File: src/hw/rtl/mcas_pkg.sv
// Shared types, constants and helpers for the minimum-cost assignment solver.
// Depends on nothing; every other file of the block imports it.
`default_nettype none

package mcas_pkg;

   // Field widths fixed by the channel formats.
   localparam int IDX_BITS      = 4;
   localparam int COST_IN_BITS  = 16;
   localparam int SIZE_BITS     = 5;

   // Defaults for the top-level parameters.
   localparam int DEF_MAX_SIZE  = 16;
   localparam int DEF_COST_BITS = 16;

   // Largest run of results one solve may report.
   localparam int RESULT_CAP    = 16;

   localparam logic [SIZE_BITS-1:0] SIZE_RESET = SIZE_BITS'(16);
   localparam logic signed [31:0]   SLACK_INF  = 32'sh7FFF_FFFF;
   localparam logic signed [31:0]   SLACK_MIN  = 32'sh8000_0000;

   typedef struct packed {
      logic [IDX_BITS-1:0]            row_index;
      logic [IDX_BITS-1:0]            col_index;
      logic signed [COST_IN_BITS-1:0] cost;
      logic                           last;
   } req_payload_type;

   typedef struct packed {
      logic [IDX_BITS-1:0] result_index;
      logic [IDX_BITS-1:0] col_of_row;
      logic [IDX_BITS-1:0] row_of_col;
      logic                last_out;
   } rsp_payload_type;

   typedef enum logic [3:0] {
      S_IDLE,
      S_INIT,
      S_ROW,
      S_PICK,
      S_RD,
      S_EX,
      S_UPD,
      S_CHK,
      S_AUG,
      S_MAPCLR,
      S_MAP,
      S_EMIT
   } state_type;

   // Clamp a 34-bit sum into the signed 32-bit range.
   function automatic logic signed [31:0] sat32(input logic signed [33:0] v);
      logic signed [31:0] res;
      if (v > 34'sh0_7FFF_FFFF) begin
         res = SLACK_INF;
      end else if (v < -34'sh0_8000_0000) begin
         res = SLACK_MIN;
      end else begin
         res = v[31:0];
      end
      return res;
   endfunction

endpackage

`default_nettype wire

File: src/hw/rtl/mcas_cost_mem.sv
// Cost matrix store: one write port, one read port, registered read data.
// Depends on mcas_pkg for the default depth and cost width.
`default_nettype none

module mcas_cost_mem
   import mcas_pkg::*;
#(
   parameter int DEPTH     = DEF_MAX_SIZE * DEF_MAX_SIZE,
   parameter int COST_BITS = DEF_COST_BITS,
   localparam int AW       = (DEPTH > 1) ? $clog2(DEPTH) : 1
) (
   input  wire logic                 clock,
   input  wire logic                 wr_en,
   input  wire logic [AW-1:0]        wr_addr,
   input  wire logic [COST_BITS-1:0] wr_data,
   input  wire logic [AW-1:0]        rd_addr,
   output logic      [COST_BITS-1:0] rd_data
);

   logic [COST_BITS-1:0] mem [0:DEPTH-1];

   // Write port.
   always_ff @(posedge clock) begin
      if (wr_en) begin
         mem[wr_addr] <= wr_data;
      end
   end

   // Read port, registered read data.
   always_ff @(posedge clock) begin
      rd_data <= mem[rd_addr];
   end

endmodule

`default_nettype wire

File: config.mk
export PLATFORM = sky130hd
export DESIGN_NAME = mcas_cost_mem
export DESIGN_NICKNAME = d
export VERILOG_FILES = /design/src/hw/rtl/mcas_pkg.sv /design/src/hw/rtl/mcas_cost_mem.sv
export SDC_FILE = /design/constraint.sdc
export NUM_CORES = 2
export LEC_CHECK = 0
export BUFFER_PORTS_ARGS = -buffer_cell sky130_fd_sc_hd__buf_4
export CAP_MARGIN = 20
export CORE_MARGIN = 3
export CORE_UTILIZATION = 25
export DETAILED_ROUTE_END_ITERATION = 6
export PLACE_DENSITY = 0.41
export SETUP_SLACK_MARGIN = 0.15
export SYNTH_ARGS = -nofsm -noshare
export SYNTH_HDL_FRONTEND = slang
export SYNTH_SLANG_ARGS = --single-unit
File: constraint.sdc
create_clock -name clock -period 7.7 [get_ports clock]
set_clock_uncertainty 0.2 [all_clocks]
set_input_delay 1.54 -clock clock [delete_from_list [all_inputs] [get_ports clock]]
set_output_delay 1.54 -clock clock [all_outputs]
set_load 0.01 [all_outputs]
==> flow_summary.yaml <==
outcome:
  status: "finished with violations"
  violations: "DRC"
timing:
  slew_viol_final: 0
  fmax_ghz: 0.187
  tightest_slew_ns: 1.26
  hold_viol_final: 0
  min_period_over_period_pct: 69.5
  fin_ws_ns: 2.35
  slew-limit-headroom_pct: 15.9
  setup_viol: 0
  grt_setup_unrepaired: "false"
  finalSetupTns_ns: 0
  period_needed_ns: 5.35
clocking:
  cts_sinks: 4112
  cts_buffers: 451
  cts_max_level: 5
  path_clk_slew_ns: 0.06
  cts_tree: "built"
  cts_setup_buffers: 0
  cts_resized: 0
  clock_latency_ns: 1.02
  cts_root_buf: "clkbuf_16"
  cts_hold_buffers: 0
  clock_path_buffers: 4
cells_and_area:
  fin_util_pct: 29.4
  areaGrowthSynthToFinish_pct: 17.1
  fin_nets: 7859
  drive_above_1_share_pct: 26.1
  fill_cells: 61260
floorplan:
  die_h_um: 803
  coreArea_um2: 632000
  dieWidth_um: 803
  io-pin-count: 50
  rows: 292
  initial_core_util_pct: 25.1
  dieArea_um2: 644000
worst_hold_path:
  worstHoldPathType: "in -> reg"
  hold_start: "wr_data[14]"
  hold-path-endpoint: "mem[238][14]$_DFFE_PP_"
  whs_path_depth: 1
global_route:
  grt-ovfl-total: 0
  antenna_found_initial: 40
  first_global_vias: 79605
  grt_util_met3_pct: 2.13
  grt_max_degree: 154
  grt_pass1_wl_um: 682000
  track_usage_pct: 15.0
  top_usage_layer: "met2"
  grt_use_met1_pct: 21.2
  grt_util_met2_pct: 24.5
place:
  routabilityCongestion: 0.803
  place_ws_ns: 1.38
  port_buffers: 49
  dp_hpwl_um: 296000
setup_path:
  r2r_cells: 7
  cp-end-kind: "register"
  crit_required_ns: 8.41
  worstSetupPathType: "in -> reg"
  cp_max_fo: 72
  path_cells: "buf_16 > buf_4 > buf_4 > mux2i_1 > o221ai_1 > o32ai_1 > a21oi_1 > nand4_1 > nor4_1"
  crit_arrival_ns: 6.06
  cpLargestDelayFamily: "buffers and inverters"
  rr_startpoint: "mem[131][7]$_DFFE_PP_"
  crit_slowest_cell: "a21oi_1"
  worstReg2RegEnd: "rd_data[7]$_DFF_P_"
  start_kind: "input port"
  ff2ff_setup_slack_ns: 4.44
  crit_path_max_incr_delay_ns: 0.76
  path_buf_inv: 3
  path_common_cell: "buf_4"
power_and_ir_drop:
  combinationalPowerShare_pct: 5.0
  fin_total_pwr_uw: 48200
  clkPwrFrac_pct: 43.6
  ir_worst_vdd_mv: 0.194
  p_int_uw: 37500
  leakagePower_uw: 0.0572
  swShare_pct: 22.2
  p_seq_share_pct: 51.4
  switching_power_uw: 10700
  p_per_area_nw_per_um2: 259
yosys:
  syn_nets: 7394
  ys.flop_type: "edfxtp_1"
  synth_area_per_cell_um2: 21.6
  synth-edff-count: 4096
  netlist_instances: 7360
  yosysTopAreaCellShare_pct: 77.5
  mappedNetlistArea_um2: 159000
  synth_top_cell_by_area: "edfxtp_1"
  ys_seq_area_share_pct: 77.7
  ys_ff_latch: 4112
  yosys-top-cells-area: "edfxtp_1, mux4_2, mux2i_1, o221ai_1, nor2_1"
  synthTopCellsByCount: "edfxtp_1, mux4_2, mux2i_1, nor2_1, o221ai_1"
  synth_most_common_cell: "edfxtp_1"
  synthDistinctLibCells: 52
  yosys_warnings: 0
  ys_async_sr_fraction_pct: 0
routing:
  drtIter0Drc: 8145
  viasPerCell: 4.71
  routed_wl_um: 499000
  vias: 78220
  ant_nets: 0
  wl_per_cell_um: 30.0
  drc_errors: 1
  dr.pass1.iters: 7
job:
  maxCapViolCount: 0
==> metrics by stage <==
step / instances / hold slack, ns / area (um^2)
2_1_floorplan: 7360 / 0.654 / 159000
3_3_place_gp: 15728 / 0.865 / 171000
3_5_place_dp: 15743 / 0.858 / 171000
4_1_cts: 16573 / 0.676 / 186000
5_1_grt: 16583 / 0.723 / 186000
6_report: 16594 / 0.780 / 186000
==> logic make-up after synthesis <==
| kind of cell | after synthesis | share of synthesized area (%) |
|---|---|---|
| buf+inv | 456 | 1.69 |
| flops | 4112 | 77.7 |
| compound gates | 786 | 3.54 |
| mux | 1450 | 15.5 |
| simple gates | 556 | 1.57 |
==> layout by cell type (no fill, tap or decap), types with 25 or more instances in the layout <==
cell type / synthesis / layout
a21oi_1: 175 / 175
clkbuf_1: 230 / 124
mux2_2: 88 / 88
o22ai_1: 148 / 148
mux2i_1: 565 / 565
a221oi_1: 28 / 28
buf_4: 26 / 382
nor2_4: 0 / 33
bufinv_16: 0 / 31
nand2_1: 38 / 37
o221ai_1: 252 / 252
a22oi_1: 43 / 43
nand3_1: 35 / 25
nor2_1: 304 / 158
clkbuf_16: 0 / 454
clkinv_1: 0 / 100
nor3_1: 92 / 88
buf_8: 11 / 29
nor2_2: 0 / 113
nand4_1: 26 / 26
o21ai_0: 37 / 37
clkinv_2: 0 / 72
mux4_2: 797 / 797
edfxtp_1: 4096 / 4096
buf_12: 5 / 47
a22o_1: 32 / 32
==> worst max-delay path by stage <==
stage | from | to | slack (ns) | depth (start not counted)
floorplan | wr_addr[3] | mem[235][0]$_DFFE_PP_ | 3.80 | 6
global placement | rd_addr[0] | rd_data[3]$_DFF_P_ | 1.34 | 9
detailed placement | rd_addr[0] | rd_data[3]$_DFF_P_ | 1.38 | 9
CTS | rd_addr[0] | rd_data[3]$_DFF_P_ | 2.51 | 9
global route | rd_addr[0] | rd_data[3]$_DFF_P_ | 2.37 | 9
finish | rd_addr[0] | rd_data[3]$_DFF_P_ | 2.35 | 9
==> state kept, by name (all words and copies together), names as in the netlist <==
register	flops
mem	4096
rd_data	16
==> layout make-up <==
cell class	count	area [um^2]	area share (%)
Antenna cell	13	32.5	0.0175
Clock buffer	591	12000	6.46
Tap cell	8379	10500	5.64
Timing Repair Buffer	464	4360	2.34
Clock inverter	239	2300	1.24
Multi-Input combinational cell	2792	33400	18.0
Inverter	4	27.5	0.0148
Sequential cell	4112	123000	66.3
==> power groups by stage <==
stage               logic, uW  registers (uW)  clock network (uW)
global placement         2460           25200                   0
floorplan                1220           25200                   0
global route             2570           24700               22500
CTS                      2490           24800               21600
finish                   2430           24800               21000
detailed placement       2490           25200                   0
==> worst register-to-register path, stage by stage, from the launching register on <==
cell      delay [ns]
edfxtp_1        0.36
mux4_2          0.47
mux2_2          0.33
a221oi_1        0.76
o31ai_1         0.42
o32ai_1         0.26
buf_4           0.24
nor4_1          0.08
==> layer usage <==
layer,share of wire [%],vias up
li1,-,32321
met1,45,43095
met2,48,2241
met3,5.0,557
met4,2.4,6
met5,0.0082,-
Note: power is estimated with default switching activity, not from simulation.
